`config.mk`:
```
export PLATFORM = sky130hd
export DESIGN_NAME = utf8_line_word_char_counter
export DESIGN_NICKNAME = d
export VERILOG_FILES = /design/src/rtl/u8c_pkg.sv /design/src/rtl/u8c_step.sv /design/src/rtl/utf8_line_word_char_counter.sv
export SDC_FILE = /design/constraint.sdc
export NUM_CORES = 2
export LEC_CHECK = 0
export ABC_AREA = 1
export BUFFER_PORTS_ARGS = -buffer_cell sky130_fd_sc_hd__buf_4
export CAP_MARGIN = 10
export CORE_UTILIZATION = 35
export CTS_CLUSTER_SIZE = 25
export DETAILED_ROUTE_END_ITERATION = 7
export SYNTH_ARGS = -nofsm -noshare
export SYNTH_HDL_FRONTEND = slang
export SYNTH_SLANG_ARGS = --single-unit
export TNS_END_PERCENT = 10
```
`constraint.sdc`:
```
create_clock -name clk -period 16.1 [get_ports clk]
set_input_delay 4.83 -clock clk [delete_from_list [all_inputs] [get_ports clk]]
set_output_delay 4.83 -clock clk [all_outputs]
set_load 0.05 [all_outputs]
```
`src/rtl/u8c_pkg.sv`:
```
// shared types, constants and helper functions of the utf-8 line/word/char counter
`default_nettype none
package u8c_pkg;

  localparam int COUNT_BITS = 48;
  localparam int FIELD_W    = 48;
  localparam int CLIP_W     = (COUNT_BITS > FIELD_W) ? COUNT_BITS : FIELD_W;

  localparam int LINE_LSB = 0;
  localparam int WORD_LSB = LINE_LSB + FIELD_W;
  localparam int CHAR_LSB = WORD_LSB + FIELD_W;
  localparam int LONG_LSB = CHAR_LSB + FIELD_W;
  localparam int INV_BIT  = LONG_LSB + FIELD_W;
  localparam int FIL_LSB  = INV_BIT + 1;
  localparam int PAY_W    = FIL_LSB + FIELD_W;
  localparam int OUT_W    = ((PAY_W + 7) / 8) * 8;

  localparam int CFG_IDX_W = 3;
  localparam logic [CFG_IDX_W-1:0] CFG_UTF8   = 3'd0;
  localparam logic [CFG_IDX_W-1:0] CFG_CHARS  = 3'd1;
  localparam logic [CFG_IDX_W-1:0] CFG_NBSP   = 3'd2;
  localparam logic [CFG_IDX_W-1:0] CFG_FIGSP  = 3'd3;
  localparam logic [CFG_IDX_W-1:0] CFG_NNBSP  = 3'd4;

  typedef logic [COUNT_BITS-1:0] count_t;

  // partial matches of multi-byte unicode spaces
  typedef enum logic [3:0] {
    MS_IDLE,
    MS_C2,
    MS_E1,
    MS_E1_9A,
    MS_E2,
    MS_E2_80,
    MS_E2_81,
    MS_E3,
    MS_E3_80
  } match_t;

  typedef struct packed {
    logic utf8_enable;
    logic chars_as_characters;
    logic nbsp_is_space;
    logic figure_space_is_space;
    logic narrow_nbsp_is_space;
  } cfg_t;

  typedef struct packed {
    count_t     lines;
    count_t     words;
    count_t     bytes;
    count_t     conts;
    count_t     cur_len;
    count_t     max_len;
    count_t     err_line;
    logic       in_word;
    logic [2:0] pend;
    match_t     match;
    logic       err;
  } state_t;

  function automatic count_t bump(count_t v);
    bump = (v == '1) ? v : v + count_t'(1);
  endfunction

  function automatic logic [FIELD_W-1:0] clip(count_t v);
    logic [CLIP_W-1:0] w;
    logic [CLIP_W-1:0] m;
    w = CLIP_W'(v);
    m = CLIP_W'({FIELD_W{1'b1}});
    if (w > m) clip = {FIELD_W{1'b1}};
    else clip = FIELD_W'(w);
  endfunction

  function automatic logic ascii_space(logic [7:0] b);
    ascii_space = (b == 8'h20) || (b >= 8'h09 && b <= 8'h0d);
  endfunction

  function automatic match_t match_next(match_t st, logic [7:0] b);
    match_next = MS_IDLE;
    if (st == MS_E1 && b == 8'h9a) match_next = MS_E1_9A;
    if (st == MS_E2 && b == 8'h80) match_next = MS_E2_80;
    if (st == MS_E2 && b == 8'h81) match_next = MS_E2_81;
    if (st == MS_E3 && b == 8'h80) match_next = MS_E3_80;
  endfunction

  function automatic logic match_final(match_t st, logic [7:0] b, cfg_t c);
    match_final = 1'b0;
    unique case (st)
      MS_C2:    match_final = (b == 8'h85 || b == 8'ha0) && c.nbsp_is_space;
      MS_E1_9A: match_final = (b == 8'h80);
      MS_E2_80: begin
        if (b == 8'h87) match_final = c.figure_space_is_space;
        else if (b >= 8'h80 && b <= 8'h8b) match_final = 1'b1;
        else if (b == 8'ha8 || b == 8'ha9) match_final = 1'b1;
        else if (b == 8'haf) match_final = c.narrow_nbsp_is_space;
      end
      MS_E2_81: match_final = (b == 8'h9f);
      MS_E3_80: match_final = (b == 8'h80);
      default:  match_final = 1'b0;
    endcase
  endfunction

endpackage
`default_nettype wire

```
`src/rtl/u8c_step.sv`:
```
// per-byte utf-8 decode and counter next-state logic
`default_nettype none
module u8c_step (
  input  var u8c_pkg::state_t st,
  input  var u8c_pkg::cfg_t   cfg,
  input  wire logic [7:0]     byte_i,
  input  wire logic           has_i,
  input  wire logic           eos_i,
  output u8c_pkg::state_t     nxt
);

  // word tracking: returns {in_word, word_bump}
  function automatic logic [1:0] wcall(logic iw, logic wb, logic sp);
    if (sp) wcall = {1'b0, wb};
    else wcall = {1'b1, wb | ~iw};
  endfunction

  always_comb begin
    logic       iw;
    logic       wb;
    logic       fl;
    logic       bytes_inc;
    logic       cont_inc;
    logic       nl;
    logic       len_inc;
    logic [2:0] pend;
    u8c_pkg::match_t match;
    logic [1:0] w;

    iw        = st.in_word;
    wb        = 1'b0;
    fl        = 1'b0;
    bytes_inc = 1'b0;
    cont_inc  = 1'b0;
    nl        = 1'b0;
    len_inc   = 1'b0;
    pend      = st.pend;
    match     = st.match;
    w         = 2'b00;

    if (has_i) begin
      if (!cfg.utf8_enable) begin
        pend      = 3'd0;
        match     = u8c_pkg::MS_IDLE;
        bytes_inc = 1'b1;
        if (byte_i == 8'h0a) nl = 1'b1;
        else len_inc = 1'b1;
        w  = wcall(iw, wb, u8c_pkg::ascii_space(byte_i));
        iw = w[1];
        wb = w[0];
      end else if (byte_i[7:6] == 2'b10) begin
        bytes_inc = 1'b1;
        cont_inc  = 1'b1;
        if (pend == 3'd0) begin
          fl = 1'b1;
          w  = wcall(iw, wb, 1'b0);
          iw = w[1];
          wb = w[0];
        end else begin
          pend = pend - 3'd1;
          if (pend == 3'd0) begin
            w     = wcall(iw, wb, u8c_pkg::match_final(match, byte_i, cfg));
            iw    = w[1];
            wb    = w[0];
            match = u8c_pkg::MS_IDLE;
          end else begin
            match = u8c_pkg::match_next(match, byte_i);
          end
        end
      end else begin
        if (pend != 3'd0) begin
          fl    = 1'b1;
          w     = wcall(iw, wb, 1'b0);
          iw    = w[1];
          wb    = w[0];
          pend  = 3'd0;
          match = u8c_pkg::MS_IDLE;
        end
        bytes_inc = 1'b1;
        if (byte_i == 8'h0a) begin
          nl = 1'b1;
          w  = wcall(iw, wb, 1'b1);
          iw = w[1];
          wb = w[0];
        end else begin
          len_inc = 1'b1;
          if (byte_i < 8'h80) begin
            w  = wcall(iw, wb, u8c_pkg::ascii_space(byte_i));
            iw = w[1];
            wb = w[0];
          end else if (byte_i == 8'hc0 || byte_i == 8'hc1 ||
                       byte_i == 8'hfe || byte_i == 8'hff) begin
            fl = 1'b1;
            w  = wcall(iw, wb, 1'b0);
            iw = w[1];
            wb = w[0];
          end else begin
            priority if (byte_i < 8'he0) pend = 3'd1;
            else if (byte_i < 8'hf0) pend = 3'd2;
            else if (byte_i < 8'hf8) pend = 3'd3;
            else if (byte_i < 8'hfc) pend = 3'd4;
            else pend = 3'd5;
            priority if (byte_i == 8'hc2) match = u8c_pkg::MS_C2;
            else if (byte_i == 8'he1) match = u8c_pkg::MS_E1;
            else if (byte_i == 8'he2) match = u8c_pkg::MS_E2;
            else if (byte_i == 8'he3) match = u8c_pkg::MS_E3;
            else match = u8c_pkg::MS_IDLE;
          end
        end
      end
    end

    // sequence still open at end of stream
    if (eos_i && pend != 3'd0) begin
      fl    = 1'b1;
      w     = wcall(iw, wb, 1'b0);
      iw    = w[1];
      wb    = w[0];
      pend  = 3'd0;
      match = u8c_pkg::MS_IDLE;
    end

    nxt.lines    = nl ? u8c_pkg::bump(st.lines) : st.lines;
    nxt.words    = wb ? u8c_pkg::bump(st.words) : st.words;
    nxt.bytes    = bytes_inc ? u8c_pkg::bump(st.bytes) : st.bytes;
    nxt.conts    = cont_inc ? u8c_pkg::bump(st.conts) : st.conts;
    nxt.cur_len  = nl ? '0 : (len_inc ? u8c_pkg::bump(st.cur_len) : st.cur_len);
    nxt.max_len  = (nl && st.cur_len > st.max_len) ? st.cur_len : st.max_len;
    // every flag in one beat is raised before that beat's newline
    nxt.err      = st.err | fl;
    nxt.err_line = (!st.err && fl) ? st.lines : st.err_line;
    nxt.in_word  = iw;
    nxt.pend     = pend;
    nxt.match    = match;
  end

endmodule
`default_nettype wire

```
`src/rtl/utf8_line_word_char_counter.sv`:
```
// top level: input register, counter state update, result snapshot and output register
// result path: end-of-stream state goes to the snapshot register, then the output register
// throughput: one beat per cycle, held only while a result waits on out_tready
// the combinational counter update from one byte back into st_r is the loop that sets this rate
// reset: synchronous active-low rst_n clears counters and valids, config to utf8 decoding
`default_nettype none
module utf8_line_word_char_counter (
  input  wire logic                         clk,
  input  wire logic                         rst_n,
  input  wire logic                         in_tvalid,
  output logic                              in_tready,
  input  wire logic [7:0]                   in_tdata,   // data_byte
  input  wire logic                         in_tuser,   // has_byte
  input  wire logic                         in_tlast,   // end_of_stream
  output logic                              out_tvalid,
  input  wire logic                         out_tready,
  // line_count, word_count, char_count, longest_line, invalid_seen,
  // first_invalid_line, zero pad
  output logic [u8c_pkg::OUT_W-1:0]         out_tdata,
  input  wire logic                         cfg_we,
  input  wire logic [u8c_pkg::CFG_IDX_W-1:0] cfg_index,
  input  wire logic                         cfg_wdata
);

  u8c_pkg::cfg_t   cfg_r;
  u8c_pkg::state_t st_r;
  u8c_pkg::state_t st_nxt;
  u8c_pkg::state_t snap_r;

  logic       in_v_r;
  logic [7:0] in_byte_r;
  logic       in_has_r;
  logic       in_eos_r;
  logic       snap_v_r;
  logic       out_v_r;
  logic [u8c_pkg::OUT_W-1:0] out_data_r;
  logic [u8c_pkg::OUT_W-1:0] out_data_nxt;

  logic adv1;
  logic snap_adv;
  logic snap_free;

  assign snap_adv  = snap_v_r && (!out_v_r || out_tready);
  assign snap_free = !snap_v_r || snap_adv;
  assign adv1      = in_v_r && (!in_eos_r || snap_free);
  assign in_tready = !in_v_r || adv1;

  assign out_tvalid = out_v_r;
  assign out_tdata  = out_data_r;

  always_ff @(posedge clk) begin
    if (!rst_n) begin
      cfg_r <= '{utf8_enable: 1'b1, chars_as_characters: 1'b0, nbsp_is_space: 1'b0,
                 figure_space_is_space: 1'b0, narrow_nbsp_is_space: 1'b0};
    end else if (cfg_we) begin
      unique case (cfg_index)
        u8c_pkg::CFG_UTF8:  cfg_r.utf8_enable           <= cfg_wdata;
        u8c_pkg::CFG_CHARS: cfg_r.chars_as_characters   <= cfg_wdata;
        u8c_pkg::CFG_NBSP:  cfg_r.nbsp_is_space         <= cfg_wdata;
        u8c_pkg::CFG_FIGSP: cfg_r.figure_space_is_space <= cfg_wdata;
        u8c_pkg::CFG_NNBSP: cfg_r.narrow_nbsp_is_space  <= cfg_wdata;
        default: ;
      endcase
    end
  end

  // input register
  always_ff @(posedge clk) begin
    if (!rst_n) begin
      in_v_r <= 1'b0;
    end else if (in_tready) begin
      in_v_r <= in_tvalid;
    end
  end

  always_ff @(posedge clk) begin
    if (in_tvalid && in_tready) begin
      in_byte_r <= in_tdata;
      in_has_r  <= in_tuser;
      in_eos_r  <= in_tlast;
    end
  end

  u8c_step u_step (
    .st     (st_r),
    .cfg    (cfg_r),
    .byte_i (in_byte_r),
    .has_i  (in_has_r),
    .eos_i  (in_eos_r),
    .nxt    (st_nxt)
  );

  // running counters and end-of-stream snapshot
  always_ff @(posedge clk) begin
    if (!rst_n) begin
      st_r     <= '0;
      snap_v_r <= 1'b0;
    end else begin
      if (adv1) begin
        if (in_eos_r) st_r <= '0;
        else st_r <= st_nxt;
      end
      if (adv1 && in_eos_r) snap_v_r <= 1'b1;
      else if (snap_adv) snap_v_r <= 1'b0;
    end
  end

  always_ff @(posedge clk) begin
    if (adv1 && in_eos_r) snap_r <= st_nxt;
  end

  always_comb begin
    u8c_pkg::count_t chars;
    u8c_pkg::count_t longest;
    if (cfg_r.chars_as_characters && cfg_r.utf8_enable && snap_r.bytes >= snap_r.conts)
      chars = snap_r.bytes - snap_r.conts;
    else
      chars = snap_r.bytes;
    longest = (snap_r.cur_len > snap_r.max_len) ? snap_r.cur_len : snap_r.max_len;
    out_data_nxt = '0;
    out_data_nxt[u8c_pkg::LINE_LSB +: u8c_pkg::FIELD_W] = u8c_pkg::clip(snap_r.lines);
    out_data_nxt[u8c_pkg::WORD_LSB +: u8c_pkg::FIELD_W] = u8c_pkg::clip(snap_r.words);
    out_data_nxt[u8c_pkg::CHAR_LSB +: u8c_pkg::FIELD_W] = u8c_pkg::clip(chars);
    out_data_nxt[u8c_pkg::LONG_LSB +: u8c_pkg::FIELD_W] = u8c_pkg::clip(longest);
    out_data_nxt[u8c_pkg::INV_BIT] = snap_r.err;
    out_data_nxt[u8c_pkg::FIL_LSB +: u8c_pkg::FIELD_W] =
      snap_r.err ? u8c_pkg::clip(snap_r.err_line) : '0;
  end

  // result register
  always_ff @(posedge clk) begin
    if (!rst_n) begin
      out_v_r <= 1'b0;
    end else if (snap_adv) begin
      out_v_r <= 1'b1;
    end else if (out_tready) begin
      out_v_r <= 1'b0;
    end
  end

  always_ff @(posedge clk) begin
    if (snap_adv) out_data_r <= out_data_nxt;
  end

endmodule
`default_nettype wire

```
# == Word level (Yosys, flattened, before mapping) ==
# Index checks and enable logic that the tools add are counted.
# totals
ff_bits,941
word_cells,263
# classes
addsub,7
n_lt_le_gt_ge,17
eq_ne,39
mux,112
bitwise,6
reduce_logical,46
# op_table
cell,n
$mux 48,16
$mux 345,1
$add 48x1->48 const B,5
$eq 48x48->1 const B,5
$gt 48x48->1 const B,5
$eq 8x8->1 const B,18
$gt 48x48->1,2
$mux 1,61
$mux 4,14
$ge 48x48->1,1
$sub 48x48->48,1
$mux 3,15
$lt 8x8->1 const B,5
$eq 4x3->1 const B,4
$logic_and 1x1->1,16
$logic_or 1x1->1,10
$reduce_and 2->1,5
$logic_not 3->1,3
$reduce_bool 3->1,3
$eq 4x2->1 const B,2
$eq 8x4->1 const B,1
$eq 8x6->1 const B,1
$ge 8x4->1 const B,1
$ge 8x8->1 const B,1
other kinds (18),31

# == Longest topological paths before layout ==
# logic_depth
ltp_word,22
ltp_mapped,21

# == Cells and area by module ==
# Synthesis repeated with hierarchy kept, for this count alone.
# hier_totals
hier_cells,6437
area_unflattened_um2,50941.4
# modules_own_cells
mod,instances,cells_each,area_each_um2
utf8_line_word_char_counter,1,3773,37933.9
u8c_step,1,2664,13007.5

# == Least setup slack after synthesis ==
# Ideal clock, no wire load.
# synth_path
path_kind,input port to flip-flop
startpoint,input out_tready
endpoint,"register out_data_r (netlist bit out_tdata[0]), enable pin"
t_arrival_ps,14959
t_required_ps,15247
slack_ps,288
cell_stages,2
path_cell_list,nor2_1 > nor2_1
# synth_between
elab_chain_cells,2
# synth_lines
element,line,text
from (decl),utf8_line_word_char_counter.sv:16,"input wire logic out_tready,"
$logic_or 1x1->1,utf8_line_word_char_counter.sv:43,assign snap_adv = snap_v_r && (!out_v_r || out_tready);
$logic_and 1x1->1,utf8_line_word_char_counter.sv:43,
net snap_adv,utf8_line_word_char_counter.sv:40,logic snap_adv;
to (signal assigned),utf8_line_word_char_counter.sv:142,if (snap_adv) out_data_r <= out_data_nxt;
to (decl),utf8_line_word_char_counter.sv:36,logic [u8c_pkg::OUT_W-1:0] out_data_r;
# The timed path passes the listed nets, and every way through them passes these cells.
# A chain may end at the register's enable or synchronous reset.

# == Worst setup path after layout ==
# layout_path
startpoint,input out_tready
endpoint,output in_tready
# layout_between
elab_chain_cells,6
# layout_lines
element,line,text
$logic_or 1x1->1,utf8_line_word_char_counter.sv:43,
$logic_and 1x1->1,utf8_line_word_char_counter.sv:43,
$logic_or 1x1->1,utf8_line_word_char_counter.sv:44,assign snap_free = !snap_v_r || snap_adv;
$logic_or 1x1->1,utf8_line_word_char_counter.sv:45,assign adv1 = in_v_r && (!in_eos_r || snap_free);
$logic_and 1x1->1,utf8_line_word_char_counter.sv:45,
$logic_or 1x1->1,utf8_line_word_char_counter.sv:46,assign in_tready = !in_v_r || adv1;
to (decl),utf8_line_word_char_counter.sv:11,"output logic in_tready,"
# No other way between the ends.

==> impl_metrics.tcl <==
set metrics [dict create \
    tns_ns 0 \
    p_int_mw 4.18 \
    crit_required_ns 11.27 \
    synthesis.area_um2 50200 \
    synth_top_flop_cell "edfxtp_1" \
    critPathLaunchType "primary input" \
    postRouteAntennaNets 0 \
    yosysSeqAreaShare_pct 49.2 \
    hold_viol_final 0 \
    drc_errors 0 \
    synth_edf_count 588 \
    whs_path_depth 0 \
    fin_util_pct 40.2 \
    max_stage_delay_ns 0.24 \
    max_slew.worst_pin.slew_ns 1.17 \
    place_congestion 0.926 \
    finalNetCount 6441 \
    core_region_area_um2 142000 \
    cts_setup_buffers 0 \
    hold_slack_ns 0.416 \
    place_area_um2 53500 \
    rsz0062_at_grt "no" \
    grt_max_degree 170 \
    syn_area_per_cell_um2 8.09 \
    syn_inst 6213 \
    root_buffer "clkbuf_16" \
    grt_antenna_before_repair 3 \
    worst_r2r_path_depth 17 \
    cts.sink_count 941 \
    grt_pass1_wl_mm 228 \
    sequentialPowerShare_pct 47.5 \
    cts_resized 0 \
    async_reset_ff_share_pct 0 \
    p_comb_share_pct 6.8 \
    numPortBuffers 261 \
    fp.dieW_um 381 \
    start_util_pct 35.4 \
    period_share_pct 66.1 \
    holdPathEnd "out_tdata[44]$_SDFFCE_PN1P_" \
    clk_latency_ns 0.72 \
    fmax_mhz 94.0 \
    crit-reg2reg-launch "snap_r[201]$_DFFE_PP_" \
    fin_skew_ns 0.0271 \
    regArea_um2 24700 \
    cts_hold_buffers 0 \
    htree_num_levels 3 \
    synthToLayoutAreaGrowth_pct 13.6 \
    crit_type "in -> out" \
    r2r-end "out_tdata[136]$_SDFFCE_PN1P_" \
    synth_seq_cells 941 \
    ios 269 \
    worst_path_max_delay_cell "nor2_1" \
    num-fill-cells 14400 \
    cp.arrival_ns 5.81 \
    rows 138 \
    drive_gt1_share_pct 8.38 \
    critPathMaxFanout 4 \
    p_clk_share_pct 45.6 \
    relSlewSlack_pct 21.8 \
    finish.instance_area_um2 57100 \
    wl_per_cell_um 17.9 \
    slew_violations 0 \
    hpwlAfterDp_mm 105 \
    ff2ff_setup_slack_ns 11.06 \
    track_usage_pct 19.8 \
    switching_share_pct 24.4 \
    vias 41200 \
    post-route-min-period_ns 10.64 \
    numCtsBuffers 104 \
    clkTransAtPathRegs_ns 0.06 \
    finalPower_mw 5.53 \
    drt_first_pass_iters 6 \
    p_switching_mw 1.35 \
    multi_input_area_um2 21500 \
    wl_mm 147 \
    finalSetupViolCount 0 \
    grt_pass1_vias 39000 \
    p_per_area_nw_per_um2 96.9 \
    min_from "snap_r[341]$_DFFE_PP_" \
    diodes 0 \
    status "complete, no violations" \
    cts_buffer_depth 3 \
    ir_worst_vdd_mv 0.0791 \
    die_h_um 381 \
    leakage_nw 22.2 \
    hp-class "reg -> reg" \
    overflow 0 \
    vias_per_cell 4.99 \
    yosysUniqueCellTypes 63 \
    maxCapViolations 0 \
    synth_warnings 0 \
    setup.worst_path.end_class "output port" \
    cts_tree "built" \
    cp_cell_sequence "buf_4 > nor2_1 > inv_1 > nor2_1 > nand3_1 > buf_4" \
    die_area_um2 145000 \
    dr.first_iter.drc_count 3007 \
]
-- power groups by stage --
stage               Sequential (mW)  Combinational (mW)  Clock [mW]
floorplan                      2.72               0.235           0
global placement               2.68               0.377           0
detailed placement             2.68               0.379           0
CTS                            2.63               0.381        2.59
global route                   2.63               0.418        2.67
finish                         2.63               0.378        2.52
-- metrics by stage --
step / std cells / setup slack, ns
floorplan: 6219 / 0.288
finish: 8248 / 5.46
global route: 8248 / 5.42
CTS: 8248 / 5.46
global placement: 8052 / 5.45
detailed placement: 8052 / 5.47
-- cells by family (layout without fill, tap and decap cells) --
| kind of cell | count (synthesis) | in the layout | share of synthesized area (%) |
|---|---|---|---|
| muxes | 1 | 1 | 0.0199 |
| other | 1 | 7 | 0.00746 |
| buffers and inverters | 1061 | 1200 | 8.23 |
| and+or+nand+nor | 2995 | 2995 | 25.6 |
| AOI/OAI and AO/OA | 805 | 805 | 8.63 |
| adders and majority gates | 154 | 154 | 3.85 |
| DFF | 941 | 941 | 49.2 |
| xor gates and xnor gates | 255 | 255 | 4.45 |
-- Yosys cell counts, types with 107 or more instances --
library cell	count	share of area, %
a21oi_1	475	4.7
clkbuf_1	279	2.1
dfxtp_1	353	14
edfxtp_1	588	35
ha_1	153	3.8
inv_1	687	5.1
nand2_1	1666	12
nand3_1	503	5.0
nor2_1	426	3.2
nor3_1	107	1.1
o21ai_0	200	2.0
xor2_1	208	3.6
-- sequential cells by signal, summed over array words and instances, names as in the netlist --
name and cells:
cfg_r 5, in_byte_r 8, in_eos_r 1, in_has_r 1
in_v_r 1, out_data_nxt 1, out_tdata 241, out_tvalid 1
snap_r 336, snap_v_r 1, st_r 345
-- cells in the final DEF, fill, tap and decap left out, types with 153 or more instances in the layout --
master | Yosys | final
nand2_1 | 1666 | 1663
nor2_1 | 426 | 424
ha_1 | 153 | 153
o21ai_0 | 200 | 200
a21oi_1 | 475 | 475
edfxtp_1 | 588 | 588
inv_1 | 687 | 685
xor2_1 | 208 | 208
buf_4 | 16 | 295
nand3_1 | 503 | 503
dfxtp_1 | 353 | 353
-- layer usage --
layer	track usage (%)	wire, um	up-vias
li1	-	-	20500
met1	28.3	71400	19600
met2	31.7	66500	920
met3	2.61	6890	147
met4	4.59	2370	2
met5	0	20	-
-- critical path, delay by kind of cell --
family	cells	cell delay, ns
AND/OR/NAND/NOR	3	0.56
buffers and inverters	3	0.42
-- worst max-delay path by stage --
| stage | startpoint | end | slack [ns] |
|---|---|---|---|
| global placement | out_tready | in_tready | 5.45 |
| global route | out_tready | in_tready | 5.42 |
| detailed placement | out_tready | in_tready | 5.47 |
| floorplan | out_tready | out_tdata[0]$_SDFFCE_PN1P_ | 0.29 |
| CTS | out_tready | in_tready | 5.46 |
| finish | out_tready | in_tready | 5.46 |
-- area by class of cell --
type / instances / area share (%)
clock buffers: 128 / 4.81
clock inverters: 68 / 1.50
inverters: 707 / 4.68
multi-input cells: 4217 / 37.6
flip-flops and latches: 941 / 43.3
well taps: 1890 / 4.14
repair buffers: 297 / 3.95
Note: power is estimated with default switching activity, not from simulation.
